[src/hdl/rbsi_pkg.sv]
// ----------------------------------------------------------------------------
// rbsi_pkg
// shared types, register indexes and fixed-point helpers for the ray/box
// slab intersection unit
// ----------------------------------------------------------------------------
package rbsi_pkg;

    localparam int unsigned WORD_W        = 32;
    localparam int unsigned NUM_AXES      = 3;
    localparam int unsigned CFG_IDX_W     = 3;
    localparam int unsigned FRAC_BITS_DEF = 16;
    localparam int unsigned PIPE_DEPTH    = 7;

    // configuration register indexes
    localparam logic [CFG_IDX_W-1:0] CFG_BOX_MIN_X = 3'd0;
    localparam logic [CFG_IDX_W-1:0] CFG_BOX_MIN_Y = 3'd1;
    localparam logic [CFG_IDX_W-1:0] CFG_BOX_MIN_Z = 3'd2;
    localparam logic [CFG_IDX_W-1:0] CFG_BOX_MAX_X = 3'd3;
    localparam logic [CFG_IDX_W-1:0] CFG_BOX_MAX_Y = 3'd4;
    localparam logic [CFG_IDX_W-1:0] CFG_BOX_MAX_Z = 3'd5;

    // entry face axis codes
    localparam logic [1:0] AXIS_X = 2'd0;
    localparam logic [1:0] AXIS_Y = 2'd1;
    localparam logic [1:0] AXIS_Z = 2'd2;

    typedef logic signed [WORD_W-1:0] t_word;

    typedef struct packed {
        t_word orig_x;
        t_word orig_y;
        t_word orig_z;
        t_word dir_x;
        t_word dir_y;
        t_word dir_z;
        t_word inv_dir_x;
        t_word inv_dir_y;
        t_word inv_dir_z;
        t_word t_low;
        t_word t_high;
    } t_ray_in;

    typedef struct packed {
        logic       hit;
        t_word      t_enter;
        logic [1:0] normal_axis;
        logic       normal_negative;
        t_word      point_x;
        t_word      point_y;
        t_word      point_z;
    } t_hit_out;

    // selection result handed from the compare stages to the hit point stages
    typedef struct packed {
        logic       hit;
        t_word      t_enter;
        logic [1:0] normal_axis;
        logic       normal_negative;
    } t_sel;

    // clamp a wide signed value to the 32-bit range
    function automatic t_word sat_word(input logic signed [64:0] v);
        logic signed [64:0] hi_lim;
        logic signed [64:0] lo_lim;
        hi_lim = 65'sd2147483647;
        lo_lim = -65'sd2147483648;
        if (v > hi_lim) begin
            sat_word = hi_lim[WORD_W-1:0];
        end else if (v < lo_lim) begin
            sat_word = lo_lim[WORD_W-1:0];
        end else begin
            sat_word = v[WORD_W-1:0];
        end
    endfunction

endpackage

[src/hdl/rbsi_select.sv]
// ----------------------------------------------------------------------------
// rbsi_select
// two stages: near/far ordering with entry and exit reduction, then the
// window test and entry face normal
// ----------------------------------------------------------------------------
module rbsi_select
    import rbsi_pkg::*;
(
    input  logic        i_clk,
    input  logic [1:0]  i_en,
    input  t_word       i_dist_lo [NUM_AXES],
    input  t_word       i_dist_hi [NUM_AXES],
    input  t_ray_in     i_ray,
    output t_sel        o_sel,
    output t_ray_in     o_ray
);

    t_word      w_inv [NUM_AXES];
    t_word      w_near [NUM_AXES];
    t_word      w_far [NUM_AXES];
    t_word      n_entry;
    t_word      n_exit;
    logic [1:0] n_axis;
    t_word      r_entry;
    t_word      r_exit;
    logic [1:0] r_axis;
    t_ray_in    r_ray4;
    t_sel       n_sel;
    t_sel       r_sel;
    t_ray_in    r_ray5;
    t_word      w_dir_a;
    t_word      w_inv_a;

    assign w_inv[0] = i_ray.inv_dir_x;
    assign w_inv[1] = i_ray.inv_dir_y;
    assign w_inv[2] = i_ray.inv_dir_z;

    // order each slab pair, then largest near and smallest far
    always_comb begin
        for (int i = 0; i < NUM_AXES; i++) begin
            if (w_inv[i][WORD_W-1]) begin
                w_near[i] = i_dist_hi[i];
                w_far[i]  = i_dist_lo[i];
            end else begin
                w_near[i] = i_dist_lo[i];
                w_far[i]  = i_dist_hi[i];
            end
        end
        n_entry = w_near[0];
        n_axis  = AXIS_X;
        n_exit  = w_far[0];
        if (w_near[1] > n_entry) begin
            n_entry = w_near[1];
            n_axis  = AXIS_Y;
        end
        if (w_near[2] > n_entry) begin
            n_entry = w_near[2];
            n_axis  = AXIS_Z;
        end
        if (w_far[1] < n_exit) begin
            n_exit = w_far[1];
        end
        if (w_far[2] < n_exit) begin
            n_exit = w_far[2];
        end
    end

    // stage 4
    always_ff @(posedge i_clk) begin
        if (i_en[0]) begin
            r_entry <= n_entry;
            r_exit  <= n_exit;
            r_axis  <= n_axis;
            r_ray4  <= i_ray;
        end
    end

    // direction components on the entry axis
    always_comb begin
        case (r_axis)
            AXIS_Y: begin
                w_dir_a = r_ray4.dir_y;
                w_inv_a = r_ray4.inv_dir_y;
            end
            AXIS_Z: begin
                w_dir_a = r_ray4.dir_z;
                w_inv_a = r_ray4.inv_dir_z;
            end
            default: begin
                w_dir_a = r_ray4.dir_x;
                w_inv_a = r_ray4.inv_dir_x;
            end
        endcase
    end

    // window test and face normal sign
    always_comb begin
        n_sel.hit = (r_entry <= r_exit) && (r_exit >= r_ray4.t_low)
                 && (r_entry <= r_ray4.t_high);
        n_sel.t_enter     = r_entry;
        n_sel.normal_axis = r_axis;
        if (w_dir_a != '0) begin
            n_sel.normal_negative = ~w_dir_a[WORD_W-1];
        end else begin
            n_sel.normal_negative = ~w_inv_a[WORD_W-1];
        end
    end

    // stage 5
    always_ff @(posedge i_clk) begin
        if (i_en[1]) begin
            r_sel  <= n_sel;
            r_ray5 <= r_ray4;
        end
    end

    assign o_sel = r_sel;
    assign o_ray = r_ray5;

endmodule

[config.mk]
export PLATFORM = sky130hd
export DESIGN_NAME = rbsi_select
export DESIGN_NICKNAME = d
export VERILOG_FILES = /design/src/hdl/rbsi_pkg.sv /design/src/hdl/rbsi_select.sv
export SDC_FILE = /design/constraint.sdc
export NUM_CORES = 1
export LEC_CHECK = 0
export BUFFER_PORTS_ARGS = -buffer_cell sky130_fd_sc_hd__buf_4
export CAP_MARGIN = 20
export CORE_AREA = 2 2 368 370
export CTS_CLUSTER_DIAMETER = 150
export DETAILED_ROUTE_END_ITERATION = 8
export DIE_AREA = 0 0 370 372
export PLACE_DENSITY_LB_ADDON = 0.2
export SLEW_MARGIN = 40
export SYNTH_ARGS = -nofsm -noshare
export SYNTH_HDL_FRONTEND = slang
export SYNTH_SLANG_ARGS = --single-unit
export TNS_END_PERCENT = 30
[constraint.sdc]
create_clock -name i_clk -period 16.7 [get_ports i_clk]
set_clock_uncertainty 0.2 [all_clocks]
set_input_delay 3.34 -clock i_clk [delete_from_list [all_inputs] [get_ports i_clk]]
set_output_delay 3.34 -clock i_clk [all_outputs]
set_load 0.05 [all_outputs]
==> reports/results.txt, run 1 <==
Die area - 138000 um2
Clk Latency, worst-skew pair - 0.71 ns
Final worst slack - 6.89 ns
Vias in the first global route - 22300
CP most frequent cell - buf_4
Pwr Density - 125 nW/um2
Die H - 372 um
Cells along the critical path - buf_4, buf_4, mux2_2, ha_1, a211o_1, o211ai_1, a21oi_1, o41ai_4, and2_1, buf_4, o22ai_1, a211oi_1, inv_1, ha_1, a21o_1, a21o_1, a211o_1, o211ai_1, nand4_1, a31oi_1, mux2i_4, buf_4, mux2_2
Post-synthesis register bit count - 806
Drt pass-1 iters - 7
Syn Nets - 2976
Crit Path Class - input port to register
Initial core utilization - 0.261
Status - finished, final reports clean
Setup crit end kind - register
Crit-path leading delay family - compound AO/OA/AOI/OAI gates
CORE AREA - 134000 um2
Sink Count - 806
Clk slew on worst S/H paths - 0.06 ns
Initial antenna violation count - 32
Ys Warns - 0
Cts bufs inserted - 93
1st-iter DRT viols - 1392
Synthesized area - 35100 um2
Largest net degree at the start of global routing - 99
Synth unique cells - 61
RePlAce Congestion - 0.867
# IOs - 935
Vias per cell - 4.45
Async SR Flop Fraction - 0
Register area share after synthesis - 0.690
Tot GR Track Use - 0.184
Post-synth top flop - edfxtp_1
Most frequent cells in the layout - buf_4, edfxtp_1, inv_1, ha_1, mux2_2
Measured slew at the worst slew-check pin - 0.766 ns
Leak pwr - 19.7 nW
Share of cells above drive strength 1 - 0.401
Fin util - 0.353
Hold crit path type - register to register
Post-cts sizing count - 0
WP buf/inv - 5
DP HPWL - 107000 um
Drt drc - 0
Final min period - 9.81 ns
Peak supply drop - 0.0000924 V
Arr. time, crit path - 10.03 ns
Post-synth EDFFs - 806
Slowest CP cell - buf_4
Total grt overflow - 0
Drt wl/cell - 26.0 um
Clk root buf - clkbuf_16
CP max stage delay - 0.47 ns
TNS Setup - 0 ns
Post-CTS setup buffers - 0
RSZ-0062 raised after global routing - false
Cell count after synthesis - 2205
Hold-fix buffers, CTS - 0
Post-Place Worst Slack - 5.95 ns
Syn Area/Cell - 15.9 um2
TritonCTS clock tree - built
Row count - 135
Area leader, netlist - edfxtp_1
Top cell type's share of synthesized area - 0.690
Final period utilization - 0.587
Filler instances - 13100
Port bufs - 934
Multi-input gate area - 9690 um2
FMAX - 102 MHz
Synth area leaders - edfxtp_1, ha_1, mux2_2
Area delta synth->final - 35.1%
Final hold violation count - 0
Setup crit start kind - input port
Final setup violation count - 0
Die X-Extent - 370 um
Worst slew margin - 0.489
H-tree levels - 3
Vias - 22600
Commonest non-fill, non-tap cell in the layout - buf_4
Final Slew Violations - 0
Final #Nets - 3974
Max Cap Viol - 0
Post-Route WL - 132000 um
Antenna Violating Nets Remaining - 0
Clk buf depth - 3
CP max FO - 35
WP data required - 16.92 ns
Sequential cell area - 24200 um2
First-pass GRT wire length - 175000 um
-- stage by stage --
step / cells / power [mW] / area [um2] / hold slack [ns]
after CTS: 5059 / 6.00 / 47300 / 0.173
after global routing: 5063 / 6.18 / 47300 / 0.174
after floorplan: 2205 / 3.40 / 35100 / 0.200
after global placement: 4884 / 3.96 / 44200 / 0.200
after detailed placement: 4887 / 3.97 / 44300 / 0.205
final: 5076 / 5.91 / 47400 / 0.178
-- Yosys cell counts, drive strengths merged (3+ instances only) --
master	n
a2111oi	4
a211o	4
a211oi	38
a21o	37
a21oi	49
a221oi	5
a311oi	3
a31oi	3
and3	5
buf	30
clkbuf	28
edfxtp	806
ha	224
inv	236
mux2	188
mux2i	135
nand2	61
nand2b	3
nand3	24
nand4	42
nor2	66
nor2b	16
nor3	15
nor4	29
o2111ai	3
o211ai	9
o21a	9
o21ai	41
o22ai	32
or3	33
or4	3
-- layer usage --
layer	GRT usage	part of all wire
met5	0	0.0012
met4	0.0488	0.022
met3	0.0578	0.077
met2	0.330	0.52
met1	0.209	0.38
-- worst paths after layout --
| path | from | slack (ns) | to | cells past startpoint |
|---|---|---|---|---|
| worst max-delay path | i_ray[127] | 6.89 | r_entry[3] | 23 |
| worst min-delay path | r_ray4[137] | 0.18 | o_ray[137] | 0 |
| worst max register to register | r_entry[31] | 13.07 | o_sel[35] | 7 |
| worst min register to register | r_ray4[137] | 0.18 | o_ray[137] | 0 |
-- where the power goes --
part | internal, mW | switching (mW) | total (mW)
sequential | 2.47 | 0.128 | 2.60
combinational | 0.503 | 0.808 | 1.31
clock | 1.13 | 0.873 | 2.00
-- worst register-to-register path: stages, from the launching register on --
cell and delay [ns]:
edfxtp_1 0.53, ha_1 0.40, nand4_1 0.21, nor4_2 0.54
nand3_1 0.29, nor4_1 0.71, nor3_1 0.19, nor4b_1 0.33
-- cell type report --
class / count / share of cell area
clock buffer: 111 / 0.0505
sequential: 806 / 0.511
tap: 1781 / 0.0470
timing repair buffer: 961 / 0.155
clock inverter: 61 / 0.0128
multi-input combinational: 1105 / 0.205
inverter: 236 / 0.0187
antenna: 15 / 0.000792
-- cells by family after synthesis --
kind of cell,synth area share
AOI/OAI and AO/OA,0.0517
buffers and inverters,0.0340
muxes,0.0989
and+or+nand+nor,0.0450
adders and majority gates,0.0800
DFF,0.690
-- state kept, by name, summed over array words and instances (netlist names) --
| signal | cells |
|---|---|
| r_entry | 32 |
| r_exit | 32 |
| o_ray | 352 |
| o_sel | 36 |
| r_ray4 | 352 |
| r_axis | 2 |
Note: power is estimated with default switching activity, not from simulation.
==> run 2, diff against run 1 <==
--- a/config.mk
+++ b/config.mk
@@ -5,12 +5,13 @@
 export SDC_FILE = /design/constraint.sdc
 export NUM_CORES = 1
 export LEC_CHECK = 0
+export ABC_AREA = 1
 export BUFFER_PORTS_ARGS = -buffer_cell sky130_fd_sc_hd__buf_4
 export CAP_MARGIN = 20
-export CORE_AREA = 2 2 368 370
+export CORE_AREA = 2 2 362 364
 export CTS_CLUSTER_DIAMETER = 150
 export DETAILED_ROUTE_END_ITERATION = 8
-export DIE_AREA = 0 0 370 372
+export DIE_AREA = 0 0 364 366
 export PLACE_DENSITY_LB_ADDON = 0.2
 export SLEW_MARGIN = 40
 export SYNTH_ARGS = -nofsm -noshare
==> constraint.sdc (replaced) <==
create_clock -name i_clk -period 8.25 [get_ports i_clk]
set_clock_uncertainty 0.2 [all_clocks]
set_input_delay 1.65 -clock i_clk [delete_from_list [all_inputs] [get_ports i_clk]]
set_output_delay 1.65 -clock i_clk [all_outputs]
set_load 0.05 [all_outputs]
==> run 2 against run 1 <==
Sequential power grew 100%. Largest cell class unchanged. Flip-flop and latch count is the same. Sequential share of layout area grew 1.8 points.
==> reports/results.txt, run 2 <==
1st-iter DRT viols - 1654
Setup crit end kind - register
Synth cell count leaders - edfxtp_1, nand2_1, o21ai_0
CORE AREA - 129000 um2
Post-synth top flop - edfxtp_1
Post-Route WL - 125000 um
Final Cell Area - 45700 um2
Largest net degree at the start of global routing - 133
CP max FO - 65
Syn Area/Cell - 13.5 um2
Die X-Extent - 364 um
Synthesized area - 33500 um2
Crit path from - i_ray[159]
WP data required - 8.44 ns
Drt drc - 0
Top cell type's share of synthesized area - 0.722
Die H - 366 um
Worst slew margin - 0.450
Drt pass-1 iters - 6
DP HPWL - 101000 um
Final Slew Violations - 0
Status - finished, final reports clean
Tot GR Track Use - 0.181
Synth unique cells - 42
Setup crit start kind - input port
Pwr Density - 262 nW/um2
H-tree levels - 3
Antenna Violating Nets Remaining - 0
Async SR Flop Fraction - 0
Placed cell areas - 42700 um2
CP most frequent cell - nand2_1
Drt wl/cell - 23.6 um
Sequential cell area - 24200 um2
Final min period - 7.21 ns
Initial core utilization - 0.260
Power Total - 12.0 mW
Slowest CP cell - nor4_1
Post-synth EDFFs - 806
WP buf/inv - 5
Final hold violation count - 0
Share of cells above drive strength 1 - 0.311
Final setup violation count - 0
Vias per cell - 4.35
Hold wc startpoint - r_ray4[346]
Clk buf depth - 3
Clk Latency, worst-skew pair - 0.71 ns
Die area - 133000 um2
TNS Setup - 0 ns
Most frequent cells in the layout - buf_4, edfxtp_1, nand2_1, o21ai_0, inv_1
Cell count after synthesis - 2477
Initial antenna violation count - 22
Row count - 132
Measured slew at the worst slew-check pin - 0.818 ns
Launching point of the worst reg2reg path - r_exit[3]
Count leader, synth - edfxtp_1
Syn Nets - 3248
Post-synthesis register bit count - 806
Clk slew on worst S/H paths - 0.06 ns
Post-cts sizing count - 0
Area leader, netlist - edfxtp_1
Port bufs - 934
Leak pwr - 19.2 nW
Register area share after synthesis - 0.722
Post-CTS setup buffers - 0
Peak supply drop - 0.000170 V
Arr. time, crit path - 7.40 ns
Max Cap Viol - 0
First-pass GRT wire length - 170000 um
Sink Count - 806
Filler instances - 12600
Final #Nets - 4231
Ys Warns - 0
Crit Path Class - input port to register
Vias in the first global route - 22600
CP max stage delay - 0.63 ns
Synth area leaders - edfxtp_1, ha_1, nand2_1
Hold crit path type - register to register
Hold-fix buffers, CTS - 0
Cts bufs inserted - 92
Final period utilization - 0.874
Clk root buf - clkbuf_16
Commonest non-fill, non-tap cell in the layout - buf_4
RSZ-0062 raised after global routing - false
Multi-input gate area - 7980 um2
RePlAce Congestion - 0.902
Vias - 23000
TritonCTS clock tree - built
Crit-path leading delay family - simple AND/OR/NAND/NOR gates
Total grt overflow - 0
# IOs - 935
FMAX - 139 MHz
Area delta synth->final - 36.5%
run 2: cell count changes after synthesis, sizes merged, moves of 26 or more:
cell | previous run | this run
nand3 | 24 | 90
a21oi | 49 | 123
a21o | 37 | 2
o22ai | 32 | 1
o21ai | 41 | 282
a211oi | 38 | 12
mux2 | 188 | 0
mux2i | 135 | 0
inv | 236 | 272
or3 | 33 | 2
nand2 | 61 | 420
run 2: per-layer routing:
layer / track usage / part of all wire / vias up / routed length [um]
met2: 0.325 / 0.51 / 859 / 63900
met5: 0 / 0.0010 / - / 126
met1: 0.206 / 0.38 / 11000 / 47600
li1: - / - / 11000 / -
met3: 0.0542 / 0.081 / 148 / 10100
met4: 0.0520 / 0.025 / 20 / 3170
run 2: final cells by class:
| type | instances | area share |
|---|---|---|
| inverter | 272 | 0.0224 |
| tap | 1742 | 0.0477 |
| sequential | 806 | 0.529 |
| clock buffer | 109 | 0.0522 |
| multi-input combinational | 1328 | 0.174 |
| timing repair buffer | 960 | 0.161 |
| antenna | 7 | 0.000383 |
| clock inverter | 59 | 0.0132 |
run 2: through the flow:
stage	util	setup slack [ns]	instances	hold slack (ns)
after floorplan	-	1.76	2477	0.200
after global placement	0.331	0.228	5106	0.200
after detailed placement	0.331	0.375	5107	0.205
after CTS	0.354	1.14	5275	0.189
after global routing	0.354	0.781	5278	0.189
final	0.355	1.04	5283	0.188
run 2: kinds of logic (layout without fill, tap and decap cells):
kind of cell    after synthesis  count (layout)  synth area share
other cells                   0               7                 0
flops                       806             806             0.722
xor+xnor                      2               2          0.000523
buf+inv                     343            1400            0.0401
fa+ha+maj                   224             224            0.0836
compound gates              452             452            0.0715
simple gates                650             650            0.0821
run 2: where the power goes:
| part | switching, mW | leakage, nW | internal, mW | total (mW) |
|---|---|---|---|---|
| clock | 1.73 | 1.45 | 2.34 | 4.07 |
| combinational | 1.73 | 9.87 | 0.878 | 2.61 |
| sequential | 0.270 | 7.89 | 5.05 | 5.32 |
| total | 3.73 | 19.2 | 8.27 | 12.0 |
run 2: path summary, 6_finish.rpt:
kind / end / slack, ns / cells past startpoint
setup / recovery: r_entry[20] / 1.04 / 26
hold / removal: o_ray[346] / 0.19 / 0
setup reg to reg: o_sel[35] / 5.01 / 11
hold reg to reg: o_ray[346] / 0.19 / 0
